File: config.mk
export PLATFORM = sky130hd
export DESIGN_NAME = bsmf_div
export DESIGN_NICKNAME = d
export VERILOG_FILES = /design/src/rtl/bsmf_div.sv
export SDC_FILE = /design/constraint.sdc
export NUM_CORES = 1
export LEC_CHECK = 0
export ABC_AREA = 1
export BUFFER_PORTS_ARGS = -buffer_cell sky130_fd_sc_hd__buf_4
export CELL_PAD_IN_SITES_DETAIL_PLACEMENT = 1
export CELL_PAD_IN_SITES_GLOBAL_PLACEMENT = 1
export CORE_ASPECT_RATIO = 1.75
export CORE_MARGIN = 3
export CORE_UTILIZATION = 40
export CTS_CLUSTER_SIZE = 28
export DETAILED_ROUTE_END_ITERATION = 6
export MAX_ROUTING_LAYER = met4
export PLACE_DENSITY = 0.84
export SYNTH_ARGS = -nofsm -noshare
export SYNTH_HDL_FRONTEND = slang
export SYNTH_SLANG_ARGS = --single-unit
File: constraint.sdc
create_clock -name clk -period 6.09 [get_ports clk]
set_input_delay 0.3045 -clock clk [delete_from_list [all_inputs] [get_ports clk]]
set_output_delay 0.3045 -clock clk [all_outputs]
set_load 0.05 [all_outputs]
File: src/rtl/bsmf_div.sv
module bsmf_div #(
  parameter int N = 59,
  parameter int D = 9
) (
  input  logic         clk,
  input  logic         rst_n,
  input  logic         start,
  input  logic [N-1:0] dividend,
  input  logic [D-1:0] divisor,
  output logic         done,
  output logic [N-1:0] quotient
);

  localparam int CW = $clog2(N + 1);

  logic [N-1:0]  q_r;
  logic [D-1:0]  rem_r;
  logic [D-1:0]  dvs_r;
  logic [CW-1:0] cnt_r;
  logic          busy_r;
  logic          done_r;
  logic [D:0]    sh;
  logic [D:0]    diff;
  logic          ge;

  // one quotient bit per cycle, restoring
  always_comb begin
    sh   = {rem_r, q_r[N-1]};
    ge   = sh >= {1'b0, dvs_r};
    diff = sh - {1'b0, dvs_r};
  end

  always_ff @(posedge clk) begin
    if (!rst_n) begin
      busy_r <= 1'b0;
      done_r <= 1'b0;
      cnt_r  <= '0;
    end else begin
      done_r <= 1'b0;
      if (start) begin
        busy_r <= 1'b1;
        cnt_r  <= CW'(N);
      end else if (busy_r) begin
        cnt_r <= cnt_r - 1'b1;
        if (cnt_r == CW'(1)) begin
          busy_r <= 1'b0;
          done_r <= 1'b1;
        end
      end
    end
  end

  always_ff @(posedge clk) begin
    if (start) begin
      q_r   <= dividend;
      rem_r <= '0;
      dvs_r <= divisor;
    end else if (busy_r) begin
      rem_r <= ge ? diff[D-1:0] : sh[D-1:0];
      q_r   <= {q_r[N-2:0], ge};
    end
  end

  assign done     = done_r;
  assign quotient = q_r;

endmodule

* After elaboration in Yosys (flattened, before gate mapping) *
Cells that the tools add are included.

storage, ports and cells
  register bits after elaboration = 85
  logic and storage cells = 25

operators by class
  equal/unequal tests = 1
  muxes and demuxes = 9
  reductions and logical operators = 3
  bitwise operators = 2
  $add $sub $neg = 2
  magnitude comparators = 1

operator list
  operator               count
  $mux W59               2
  $mux W6                2
  $ge A10 B9 Y1          1
  $mux W9                1
  $sub A9 B9 Y9          1
  $eq A6 B1 Y1 const B   1
  $sub A6 B1 Y6 const B  1
  $mux W1                4
  $reduce_or A3 Y1       1
  $not A1 Y1             2
  $reduce_bool A2 Y1     1
  $reduce_or A2 Y1       1

* Logic depth before layout (Yosys ltp) *
Gate-level depths: netlist of run 1.

  depth in word-level cells = 4
  depth in mapped cells = 12

* Worst setup path after synthesis of run 1 *
Ideal clock, no wire load.

  kind = register to register
  start = reg busy_r
  end = reg q_r[0] (netlist: quotient[0]) (enable)
  setup slack = 3.919 ns
  arrival time = 1.754 ns
  setup time = 0.417 ns
  path buffers = 0
  stages on the path, launching flop included = 3
  required time = 5.673 ns
  path through = dfxtp_1 nor2_1 inv_1

on the way
  word-level cells in the longest chain between the ends = 1

RTL lines
  what                                 RTL line  source
  start: declaration                   20        logic busy_r;
  start signal: assignment             35        busy_r <= 1'b0;
  start signal: assignment             41        busy_r <= 1'b1;
  start signal: assignment             46        busy_r <= 1'b0;
  $reduce_bool A2 Y1 (no source line)  -
  end signal: assignment               55        q_r <= dividend;
  end signal: assignment               60        q_r <= {q_r[N-2:0], ge};
  end: declaration                     16        logic [N-1:0] q_r;

Every way passes these cells.
A chain may end at the register's enable or synchronous reset.

* Worst setup path after layout of run 1 *
  start = reg q_r[58] (netlist: quotient[58])
  end = reg rem_r[2]

on the way
  word-level cells in the longest chain between the ends = 2
  elaborated cells on any way between the ends = 3
  those cells by class = 1 x add/sub; 1 x order compare; 1 x mux

RTL lines
  what                                                   RTL line  source
  $sub A9 B9 Y9 / $ge A10 B9 Y1 (equally long branches)  30, 29
  $mux W9 *                                              59        rem_r <= ge ? diff[D-1:0] : sh[D-1:0];
  end signal: assignment                                 59
  end: declaration                                       17        logic [D-1:0] rem_r;

Mark *: on every way between the ends. The rest lies on a longest branch, timed or not.

==> run summary, run 1 <==
* 48 — row cnt
* 0.817 — global placement routability congestion
* 9.02 mm — placed wire-length estimate after detailed placement
* 0.435 GHz — highest clock frequency the design can meet
* 75 — largest net degree at the start of global routing
* 0 — Async S/R FF share, synth
* 11500 um2 — die outline area
* clkbuf_16 — Root Buffer
* 20.0 mm — first-pass GRT wire length
* 12 — maximum fanout count along the critical path
* nand2_1 — cell with the most instances after synthesis
* 305 nW/um2 — Pwr per Cell Area
* flip-flop to flip-flop — category of the most critical setup path
* flip-flop — kind of end point of the critical path
* 82.2 um — Die X
* divisor[7] — critical hold path startpoint
* 0 ps — Setup TNS
* 139 um — Die Span Y
* 0.237 — overall track demand over capacity in global routing
* 8.91 um2 — Syn Area/Cell
* 0 — number of endpoints with negative hold slack in the final report
* quotient[58]$_DFFE_PP_ — r2r startpoint
* 6330 ps — WP data required
* 0.309 — tightest slew margin relative to the limit
* 0 — initial antenna violation count
* 0 — # resized after CTS
* 85 — number of sinks on the clock net
* input port to flip-flop — Worst Hold Class
* simple AND/OR/NAND/NOR gates — cell family contributing the most delay on the critical path
* 5.01 — number of vias per cell
* 223 x nand2_1, 68 x edfxtp_1, 39 x inv_1, 23 x nand3_1, 17 x dfxtp_1 — most used standard cells in the synthesized netlist
* 0.410 — starting utilization of the core area
* 153 — 1st-iter DRT viols
* 33.4% — growth of design area from synthesis to finish
* 0 — number of antenna cells inserted
* fa_1 — Max stage delay cell, worst path
* 60 ps — Clk pin slew, worst setup/hold paths
* 85 — register bit count reported by yosys
* 9 — number of buffers created by CTS
* 2 — worst path buffer plus inverter count
* 29 — number of distinct standard cells referenced by the synthesized netlist
* 3 — CTS H-Tree Depth
* 3573 — routed vias
* 17.1 um — routed len/inst
* inv_1 > ha_1 > inv_1 > fa_1 > nand2_1 > nand3_2 > nand2_2 > nand2_2 > nand2_1 > nand3_1 > o21ai_0 — Critical Path, Cell by Cell
* flip-flop — startpoint kind of the worst setup timing path
* 5420 um2 — final design area excluding fillers
* 0.377 — final worst path period share
* 0 — remaining global-route overflow
* edfxtp_1 — most area-hungry cell type in the Yosys netlist
* 2 — worst-case clock buffer depth
* 539 — nets in the synthesized netlist
* 330 ps — clock latency at the later pin of the worst-skew pair
* 0 — count of buffers added by post-CTS timing repair for setup
* 6.01 ps — Clock Skews
* 0 — synthesis warning total
* 6 — 1st-pass router iterations
* 0 — Final Slew Violations
* edfxtp_1 50%, nand2_1 21%, dfxtp_1 8.4%, inv_1 3.6%, ha_1 3.4% — leading cell types by total area after synthesis
* 666 — total number of nets in the final design
* complete, no violations — status
* 1.65 mW — Total Power
* 0 — Hold-fix buffers, CTS
* no — setup repair after global routing missed its margin
* 456 — Cells after Synth
* 4024 — number of global-route vias before repair
* done — clock tree from TritonCTS
* 2.70 nW — standby leakage power
* 68 — number of enable-type register cells in the synthesized netlist
* 0 — remaining antenna violation count after routing
* 0 — DRC
* 4070 um2 — Syn Std Cell Area
* 1040 ps — Slew @ Worst Pin
* 197 uV — peak ir drop on the vdd network
* 420 ps — delay contributed by the slowest stage of the critical path
* 0 — final number of setup-violating endpoints
* 12.2 mm — overall routed net length
* quotient[58]$_DFFE_PP_ — source of the critical timing path
* 2300 ps — post-layout minimum cycle time
* 144 ps — WHS
* 0.274 — share of final-layout standard cells stronger than drive strength 1
* 0.502 — top-area cell type share of the netlist area
* 0.547 — final design utilization
* 9910 um2 — core area
* 0.586 — sequential element share of the synthesized area
* 131 — number of top-level design ports
* 2540 ps — worst endpoint data arrival time
* 1193 — FILL cells
* 130 — number of input and output port buffers inserted
* 5130 um2 — Post-DP Area
* 0 — max-capacitance violation count
* edfxtp_1 — ys flop type
state kept, by name, summed over array words and instances (netlist names):
signal / count
cnt_r: 6
busy_r: 1
rem_r: 9
dvs_r: 9
quotient: 59
done: 1
stage by stage:
stage | setup WS (ps) | std cells
5_1_grt | 3570 | 713
3_5_place_dp | 3560 | 697
3_3_place_gp | 3620 | 697
2_1_floorplan | 3920 | 456
6_report | 3790 | 713
4_1_cts | 3770 | 713
worst reg2reg max path, stage by stage, from the launching register on:
cell      delay [ps]
edfxtp_1         410
inv_1            120
ha_1             160
inv_1             60
fa_1             420
nand2_1          160
nand3_2          100
nand2_2          240
nand2_2          210
nand2_1          110
nand3_1           80
o21ai_0          120
routing by layer:
| metal | vias to the layer above | global-route usage | wire length, um |
|---|---|---|---|
| li1 | 1713 | - | - |
| met3 | 34 | 0.0602 | 779 |
| met2 | 123 | 0.407 | 6750 |
| met4 | 0 | 0.113 | 512 |
| met1 | 1703 | 0.241 | 4120 |
| met5 | - | - | 0 |
cell families after synthesis:
kind of cell	after synthesis	synth area share
and+or+nand+nor	280	0.282
adders and majority gates	12	0.0388
AOI/OAI and AO/OA	20	0.0295
buffers and inverters	55	0.0554
DFF	85	0.586
xor gates and xnor gates	4	0.00862
final cells by class:
class	instances	area, um2	share of cell area
clock buffers	16	294	0.0542
inverters	40	150	0.0277
multi-input cells	316	1460	0.269
flip-flops and latches	85	2380	0.439
well taps	125	156	0.0288
repair buffers	131	983	0.181
layout by cell type (no fill, tap or decap), drive strengths merged, types with 9 or more instances in the layout:
cell	synthesis	routed
dfxtp	17	17
nand3	26	26
o21ai	9	9
edfxtp	68	68
nand2	228	228
buf	3	131
inv	40	40
ha	11	11
clkbuf	12	16
nor2	16	16
worst paths after layout:
| path | to | slack, ps | depth (start not counted) |
|---|---|---|---|
| max | rem_r[2]$_SDFFE_PP0P_ | 3790 | 11 |
| min | dvs_r[7]$_DFFE_PP_ | 140 | 1 |
| max reg2reg | rem_r[2]$_SDFFE_PP0P_ | 3790 | 11 |
| min reg2reg | rem_r[5]$_SDFFE_PP0P_ | 480 | 2 |
power by group:
part | leakage (nW) | internal (mW) | total, mW | switching, mW
clock | 0.141 | 0.327 | 0.536 | 0.209
combinational | 1.72 | 0.122 | 0.390 | 0.268
sequential | 0.833 | 0.694 | 0.728 | 0.0339
(Power assumes the default switching activity.)
==> run 2: changes to the inputs <==
==> config.mk (replaced) <==
export PLATFORM = sky130hd
export DESIGN_NAME = bsmf_div
export DESIGN_NICKNAME = d
export VERILOG_FILES = /design/src/rtl/bsmf_div.sv
export SDC_FILE = /design/constraint.sdc
export NUM_CORES = 1
export LEC_CHECK = 0
export ABC_AREA = 0
export BUFFER_PORTS_ARGS = -buffer_cell sky130_fd_sc_hd__buf_4
export CELL_PAD_IN_SITES_DETAIL_PLACEMENT = 1
export CELL_PAD_IN_SITES_GLOBAL_PLACEMENT = 1
export CORE_ASPECT_RATIO = 1.75
export CORE_MARGIN = 3
export CORE_UTILIZATION = 36
export CTS_CLUSTER_SIZE = 28
export DETAILED_ROUTE_END_ITERATION = 6
export MAX_ROUTING_LAYER = met4
export PLACE_DENSITY = 0.75
export SYNTH_ARGS = -nofsm -noshare
export SYNTH_HDL_FRONTEND = slang
export SYNTH_SLANG_ARGS = --single-unit
==> constraint.sdc (replaced) <==
create_clock -name clk -period 2.1 [get_ports clk]
set_input_delay 0.105 -clock clk [delete_from_list [all_inputs] [get_ports clk]]
set_output_delay 0.105 -clock clk [all_outputs]
set_load 0.05 [all_outputs]
==> run summary, run 2 <==
* complete, but fails checks — status, was complete, no violations
* setup timing — failing checks
* 3.50 mW — cell-internal power, was 1.14 mW
* flip-flop to flip-flop — category of the most critical setup path, unchanged
* 85.6 um — Die X, was 82.2 um
* 285 — Cells after Synth, was 456
* 14.0 um2 — Syn Area/Cell, was 8.91 um2
* 2200 ps — post-layout minimum cycle time, was 2300 ps
* 0 — number of antenna cells inserted, unchanged
* -104 ps — Final WS setup, was 3790 ps
* 5 — maximum fanout count along the critical path, was 12
* edfxtp_1 — most area-hungry cell type in the Yosys netlist, unchanged
* 145 x buf_4, 68 x edfxtp_1, 61 x mux2_2 — commonest cells after routing, fill and taps aside, was 223 x nand2_1, 131 x buf_4, 68 x edfxtp_1
* 0.185 — overall track demand over capacity in global routing, was 0.237
* 85 — number of sinks on the clock net, unchanged
* 59 — largest net degree at the start of global routing, was 75
* 526 — total number of nets in the final design, was 666
* 0.289 — proportion of power drawn by combinational gates, was 0.236
* 85 — register bit count reported by yosys, unchanged
* edfxtp_1 — ys flop type, unchanged
* 68 — number of enable-type register cells in the synthesized netlist, unchanged
* 50 — row cnt, was 48
* 9 — number of buffers created by CTS, unchanged
* 0 — synthesis warning total, unchanged
* edfxtp_1 51%, mux2_2 17%, dfxtp_1 8.5%, ha_1 3.4%, inv_1 1.5% — leading cell types by total area after synthesis, was edfxtp_1 50%, nand2_1 21%, dfxtp_1 8.4%, inv_1 3.6%, ha_1 3.4%
* 3015 — routed vias, was 3573
* 1.05 — final worst path period share, was 0.377
* input port to flip-flop — Worst Hold Class, unchanged
* rem_r[0]$_SDFFE_PP0P_ — critical path capture point, was rem_r[2]$_SDFFE_PP0P_
* flip-flop — startpoint kind of the worst setup timing path, unchanged
* edfxtp_1 — cell with the most instances after synthesis, was nand2_1
* buf_4 — most common cell after layout, fill and taps aside, was nand2_1
* 0.512 — top-area cell type share of the netlist area, was 0.502
* 0.316 — Sw Ratio, was 0.309
* 0.454 GHz — highest clock frequency the design can meet, was 0.435 GHz
* 529 ps — Slew @ Worst Pin, was 1040 ps
* 0.418 — share of total power in sequential cells, was 0.440
* 0 — remaining antenna violation count after routing, unchanged
* 5.11 mW — Total Power, was 1.65 mW
* 43.5% — growth of design area from synthesis to finish, was 33.4%
* 0 — number of endpoints with negative hold slack in the final report, unchanged
* 0.371 — starting utilization of the core area, was 0.410
* 1.61 mW — Sw Pwr, was 0.511 mW
* 0 — DRC, unchanged
* 9 — final number of setup-violating endpoints, was 0
* 145 um — Die Span Y, was 139 um
* 60 ps — Clk pin slew, worst setup/hold paths, about the same
* 12400 um2 — die outline area, was 11500 um2
* 0.294 — Clock power frac, was 0.324
* 0 — max-capacitance violation count, unchanged
* 3413 — number of global-route vias before repair, was 4024
* 368 — nets in the synthesized netlist, was 539
* rem_r[0]$_SDFFE_PP0P_ — destination of the worst register-to-register timing path, was rem_r[2]$_SDFFE_PP0P_
* 0 — Final Slew Violations, unchanged
* 0.532 — final design utilization, was 0.547
* flip-flop — kind of end point of the critical path, unchanged
* dvs_r[0]$_DFFE_PP_ — source of the critical timing path, was quotient[58]$_DFFE_PP_
* 10800 um2 — core area, was 9910 um2
* 68 x edfxtp_1, 61 x mux2_2, 17 x dfxtp_1, 16 x inv_1, 13 x nor2_1 — most used standard cells in the synthesized netlist, was 223 x nand2_1, 68 x edfxtp_1, 39 x inv_1, 23 x nand3_1, 17 x dfxtp_1
* 4 — 1st-pass router iterations, was 6
* 0 — Async S/R FF share, synth, unchanged
* 2 — worst-case clock buffer depth, unchanged
* dvs_r[0]$_DFFE_PP_ — r2r startpoint, was quotient[58]$_DFFE_PP_
* 59 — flip-flop count of the largest register, all copies and words added, unchanged
* 8 — depth of the most critical reg-to-reg path, was 11
* 2460 ps — worst endpoint data arrival time, was 2540 ps
* -100 ps — Worst R2R Setup Slack, was 3790 ps
* 0.597 — sequential element share of the synthesized area, was 0.586
* 10.9 mm — overall routed net length, was 12.2 mm
* 2.37 nW — standby leakage power, was 2.70 nW
* 505 uV — peak ir drop on the vdd network, was 197 uV
* 0 — remaining global-route overflow, unchanged
* 0 — initial antenna violation count, unchanged
* 0.547 — share of final-layout standard cells stronger than drive strength 1, was 0.274
* 330 ps — clock latency at the later pin of the worst-skew pair, about the same
* 3 — CTS H-Tree Depth, unchanged
* clkbuf_16 — Root Buffer, unchanged
* 130 — number of input and output port buffers inserted, unchanged
* yes — setup repair after global routing missed its margin, was no
* done — clock tree from TritonCTS, unchanged
* 4.09 ps — Clock Skews, was 6.01 ps
* 115 — 1st-iter DRT viols, was 153
* 0.642 — tightest slew margin relative to the limit, was 0.309
* 892 nW/um2 — Pwr per Cell Area, was 305 nW/um2
* 5.22 — number of vias per cell, was 5.01
* 17.3 mm — first-pass GRT wire length, was 20.0 mm
* 18.9 um — routed len/inst, was 17.1 um
* 8.02 mm — placed wire-length estimate after detailed placement, was 9.02 mm
* 2350 ps — WP data required, was 6330 ps
* 3990 um2 — Syn Std Cell Area, was 4070 um2
* 131 — number of top-level design ports, unchanged
* 38 — number of distinct standard cells referenced by the synthesized netlist, was 29
* 0.769 — global placement routability congestion, was 0.817
run 2: cell types whose count changed after synthesis, moves of 6 or more:
cell | previous run | this run
a211oi_1 | 1 | 7
nand2_1 | 223 | 6
mux2_2 | 0 | 61
inv_1 | 39 | 16
o21a_1 | 0 | 8
nand3_1 | 23 | 6
run 2: layer usage:
layer	global-route usage	wire, um	vias up
met5	-	0	-
met3	0.0477	705	22
met4	0.0753	252	0
met1	0.191	3910	1487
met2	0.326	6050	121
li1	-	-	1385
run 2: layout make-up:
cell class | instances | area [um2]
clock buffers | 12 | 256
well taps | 130 | 163
clock inverters | 4 | 23.8
flip-flops and latches | 85 | 2380
inverters | 16 | 60.1
multi-input cells | 172 | 1590
fillers | 1123 | 5030
repair buffers | 159 | 1250
run 2: cells by family (layout without fill, tap and decap cells):
kind of cell,after synthesis,after routing,share of synthesized area
adders and majority gates,12,12,0.0395
AOI/OAI and AO/OA,39,40,0.0709
buffers and inverters,29,191,0.0292
xor gates and xnor gates,9,9,0.0198
DFF,85,85,0.597
muxes,66,66,0.185
and+or+nand+nor,45,45,0.0592
run 2: how the worst min path moves through the flow:
| stage | depth (start not counted) | endpoint | startpoint |
|---|---|---|---|
| finish | 2 | cnt_r[5]$_SDFFE_PN0P_ | rst_n |
| global route | 2 | cnt_r[5]$_SDFFE_PN0P_ | rst_n |
| CTS | 2 | cnt_r[3]$_SDFFE_PN0P_ | rst_n |
| detailed placement | 1 | dvs_r[3]$_DFFE_PP_ | divisor[3] |
| global placement | 1 | dvs_r[5]$_DFFE_PP_ | divisor[5] |
| floorplan | 0 | dvs_r[0]$_DFFE_PP_ | divisor[0] |
run 2: metrics by stage:
step                      hold WS [ps]  std cells  setup slack, ps  TNS (ps)  instance area (um2)
after detailed placement           285        549             -167      -549                 5240
after global placement             283        549            -31.0     -31.0                 5240
final                             43.5        578             -104      -634                 5730
after CTS                         36.4        578            -61.9     -93.8                 5690
after floorplan                    204        285             -230     -1540                 4000
after global routing              47.2        578             -186     -1520                 5730
run 2: power by group through the flow:
stage | registers (mW) | logic [mW] | clock network [mW]
floorplan | 2.57 | 0.469 | 0
global placement | 2.16 | 1.35 | 0
detailed placement | 2.17 | 1.38 | 0
CTS | 2.14 | 1.46 | 1.55
global route | 2.16 | 1.56 | 1.61
finish | 2.13 | 1.48 | 1.50
run 2: worst max-delay path: stages (launching register included):
cell	delay, ps
edfxtp_1	440
ha_4	200
inv_2	60
fa_2	220
a21oi_2	60
a211o_1	390
o211ai_4	170
mux2_2	390
a211oi_2	200
run 2: timing repair:
item                                    CTS  global route
gates resized for setup                   8             8
cloned                                    1             0
endpoints found under the hold margin     9             0
pin swaps                                11             4
buffers inserted                          3             0
endpoints found under the setup margin    8            10
hold buffers                              9             0
==> run 3: changes to the inputs <==
==> config.mk (replaced) <==
export PLATFORM = sky130hd
export DESIGN_NAME = bsmf_div
export DESIGN_NICKNAME = d
export VERILOG_FILES = /design/src/rtl/bsmf_div.sv
export SDC_FILE = /design/constraint.sdc
export NUM_CORES = 1
export LEC_CHECK = 0
export ABC_AREA = 1
export BUFFER_PORTS_ARGS = -buffer_cell sky130_fd_sc_hd__buf_4
export CELL_PAD_IN_SITES_DETAIL_PLACEMENT = 1
export CELL_PAD_IN_SITES_GLOBAL_PLACEMENT = 1
export CORE_ASPECT_RATIO = 1.75
export CORE_MARGIN = 3
export CORE_UTILIZATION = 34
export CTS_CLUSTER_SIZE = 28
export DETAILED_ROUTE_END_ITERATION = 6
export MAX_ROUTING_LAYER = met4
export PLACE_DENSITY = 0.76
export SYNTH_ARGS = -nofsm -noshare
export SYNTH_HDL_FRONTEND = slang
export SYNTH_SLANG_ARGS = --single-unit
==> run summary, run 3 (same netlist as run 1, synthesis figures left out) <==
* complete, no violations — status, was complete, but fails checks
* 1920 ps — post-layout minimum cycle time, was 2200 ps
* 9 — number of buffers created by CTS, unchanged
* 0.285 — share of final-layout standard cells stronger than drive strength 1, was 0.547
* 2330 ps — WP data required, was 2350 ps
* 69.9 ps — setup slack after placement, was -167 ps
* 0 — number of endpoints with negative hold slack in the final report, unchanged
* 0.912 — final worst path period share, was 1.05
* done — clock tree from TritonCTS, unchanged
* 2380 um2 — register area, unchanged
* 131 — number of top-level design ports, unchanged
* 130 — number of input and output port buffers inserted, unchanged
* 2 — worst path buffer plus inverter count, was 1
* 139 — 1st-iter DRT viols, was 115
* 10.3 ps — Clock Skews, was 4.09 ps
* 0.188 — overall track demand over capacity in global routing, was 0.185
* 1370 — FILL cells, was 1123
* 8.78 mm — placed wire-length estimate after detailed placement, was 8.02 mm
* 0 — Final Slew Violations, unchanged
* 184 ps — Final WS setup, was -104 ps
* 4.83 — number of vias per cell, was 5.22
* 0 — remaining antenna violation count after routing, unchanged
* 852 nW/um2 — Pwr per Cell Area, was 892 nW/um2
* 37.9% — growth of design area from synthesis to finish, was 43.5%
* 0.645 — tightest slew margin relative to the limit, was 0.642
* 340 ps — clock latency at the later pin of the worst-skew pair, was 330 ps
* 13400 um2 — die outline area, was 12400 um2
* 0 — max-capacitance violation count, unchanged
* 467 uV — peak ir drop on the vdd network, was 505 uV
* 15.9 um — routed len/inst, was 18.9 um
* 2140 ps — worst endpoint data arrival time, was 2460 ps
* 223 x nand2_1, 134 x buf_4, 68 x edfxtp_1 — commonest cells after routing, fill and taps aside, was 145 x buf_4, 68 x edfxtp_1, 61 x mux2_2
* no — setup repair after global routing missed its margin, was yes
* 531 ps — Slew @ Worst Pin, was 529 ps
* 11.7 mm — overall routed net length, was 10.9 mm
* 0.835 — global placement routability congestion, was 0.769
* 0 — remaining global-route overflow, unchanged
* 420 ps — delay contributed by the slowest stage of the critical path, was 440 ps
* 70 ps — Clk pin slew, worst setup/hold paths, was 60 ps
* 681 — total number of nets in the final design, was 526
* flip-flop — kind of end point of the critical path, unchanged
* 3 — CTS H-Tree Depth, unchanged
* 88.7 um — Die X, was 85.6 um
* 2 — worst-case clock buffer depth, unchanged
* 0.522 GHz — highest clock frequency the design can meet, was 0.454 GHz
* input port to flip-flop — Worst Hold Class, unchanged
* 52 — row cnt, was 50
* 0 — DRC, unchanged
* 64 — largest net degree at the start of global routing, was 59
* 0 — final number of setup-violating endpoints, was 9
* 11600 um2 — core area, was 10800 um2
* 3567 — routed vias, was 3015
* 4 — 1st-pass router iterations, unchanged
* simple AND/OR/NAND/NOR gates — cell family contributing the most delay on the critical path, was compound AO/OA/AOI/OAI gates
* 0 — initial antenna violation count, unchanged
* flip-flop — startpoint kind of the worst setup timing path, unchanged
* 1470 um2 — Multi-input gate area, was 1590 um2
* 3 — maximum fanout count along the critical path, was 5
* 59 — flip-flop count of the largest register, all copies and words added, unchanged
* 3885 — number of global-route vias before repair, was 3413
* 85 — number of sinks on the clock net, unchanged
* inv_2 > ha_1 > inv_1 > fa_1 > nand3_1 > nand3_1 > nand2_1 > nand2_1 > nand2_1 > nand3_1 > nand3_1 > nand2_1 — Critical Path, Cell by Cell, was ha_4 > inv_2 > fa_2 > a21oi_2 > a211o_1 > o211ai_4 > mux2_2 > a211oi_2
* flip-flop to flip-flop — category of the most critical setup path, unchanged
* 0 — count of buffers added by post-CTS timing repair for setup, was 3
* nand2_1 — most common cell after layout, fill and taps aside, was buf_4
* clkbuf_16 — Root Buffer, unchanged
* 0 — number of antenna cells inserted, unchanged
* 151 um — Die Span Y, was 145 um
* 0.349 — starting utilization of the core area, was 0.371
* 2.78 nW — standby leakage power, was 2.37 nW
* fa_1 — Max stage delay cell, worst path, was edfxtp_1
* 0 ps — Setup TNS, was -634 ps
* 18.7 mm — first-pass GRT wire length, was 17.3 mm
[run 3: changes by cell type in the layout (fill, tap and decap cells not counted), sizes merged, moves of 6 or more]
cell / before / now
mux2: 61 / 0
nand3: 6 / 26
nand2: 6 / 228
inv: 16 / 42
buf: 150 / 136
a211oi: 7 / 1
o21a: 8 / 0
[run 3: layer usage]
metal	routed length [um]	vias to the layer above	GRT usage	part of all wire
met5	0	-	-	0
met4	328	0	0.0711	0.028
met3	552	24	0.0476	0.047
met1	4360	1701	0.198	0.37
met2	6510	96	0.330	0.55
li1	-	1746	-	-
[run 3: area by class of cell]
type | count | share of cell area
Multi-Input combinational cell | 316 | 0.262
Sequential cell | 85 | 0.425
Clock inverter | 7 | 0.0103
Inverter | 40 | 0.0275
Timing Repair Buffer | 146 | 0.205
Tap cell | 135 | 0.0301
Clock buffer | 9 | 0.0402
[run 3: metrics by stage]
| stage | area (um2) | hold slack (ps) | utilization | total power [mW] | std cells |
|---|---|---|---|---|---|
| 4_1_cts | 5590 | 18.7 | 0.480 | 4.83 | 738 |
| 3_5_place_dp | 5210 | 284 | 0.447 | 3.29 | 712 |
| 3_3_place_gp | 5210 | 284 | 0.447 | 3.26 | 712 |
| 5_1_grt | 5600 | 26.1 | 0.481 | 4.99 | 738 |
| 2_1_floorplan | 4070 | 203 | - | 2.85 | 456 |
| 6_report | 5600 | 29.7 | 0.481 | 4.78 | 738 |
[run 3: worst paths after layout]
kind,from,to,slack (ps),cells after the start
setup reg to reg,quotient[58]$_DFFE_PP_,rem_r[8]$_SDFFE_PP0P_,180,12
setup / recovery,quotient[58]$_DFFE_PP_,rem_r[8]$_SDFFE_PP0P_,180,12
hold / removal,dividend[20],quotient[20]$_DFFE_PP_,30,3
hold reg to reg,rem_r[1]$_SDFFE_PP0P_,rem_r[1]$_SDFFE_PP0P_,490,2
[run 3: worst register-to-register path, delay by kind of cell, from the launching register on]
kind                       cells  cell delay, ps
buffers and inverters          2             150
adders and majority gates      2             560
and+or+nand+nor                8             700
DFF                            1             400
[run 3: power breakdown]
| group | internal, mW | switching (mW) |
|---|---|---|
| Clock | 0.819 | 0.697 |
| Combinational | 0.378 | 0.777 |
| Sequential | 2.01 | 0.0950 |
[run 3: repair_timing]
item	in CTS	in global routing
hold buffers	10	0
endpoints found under the hold margin	10	0
endpoints found under the setup margin	0	8
gates resized for setup	0	2
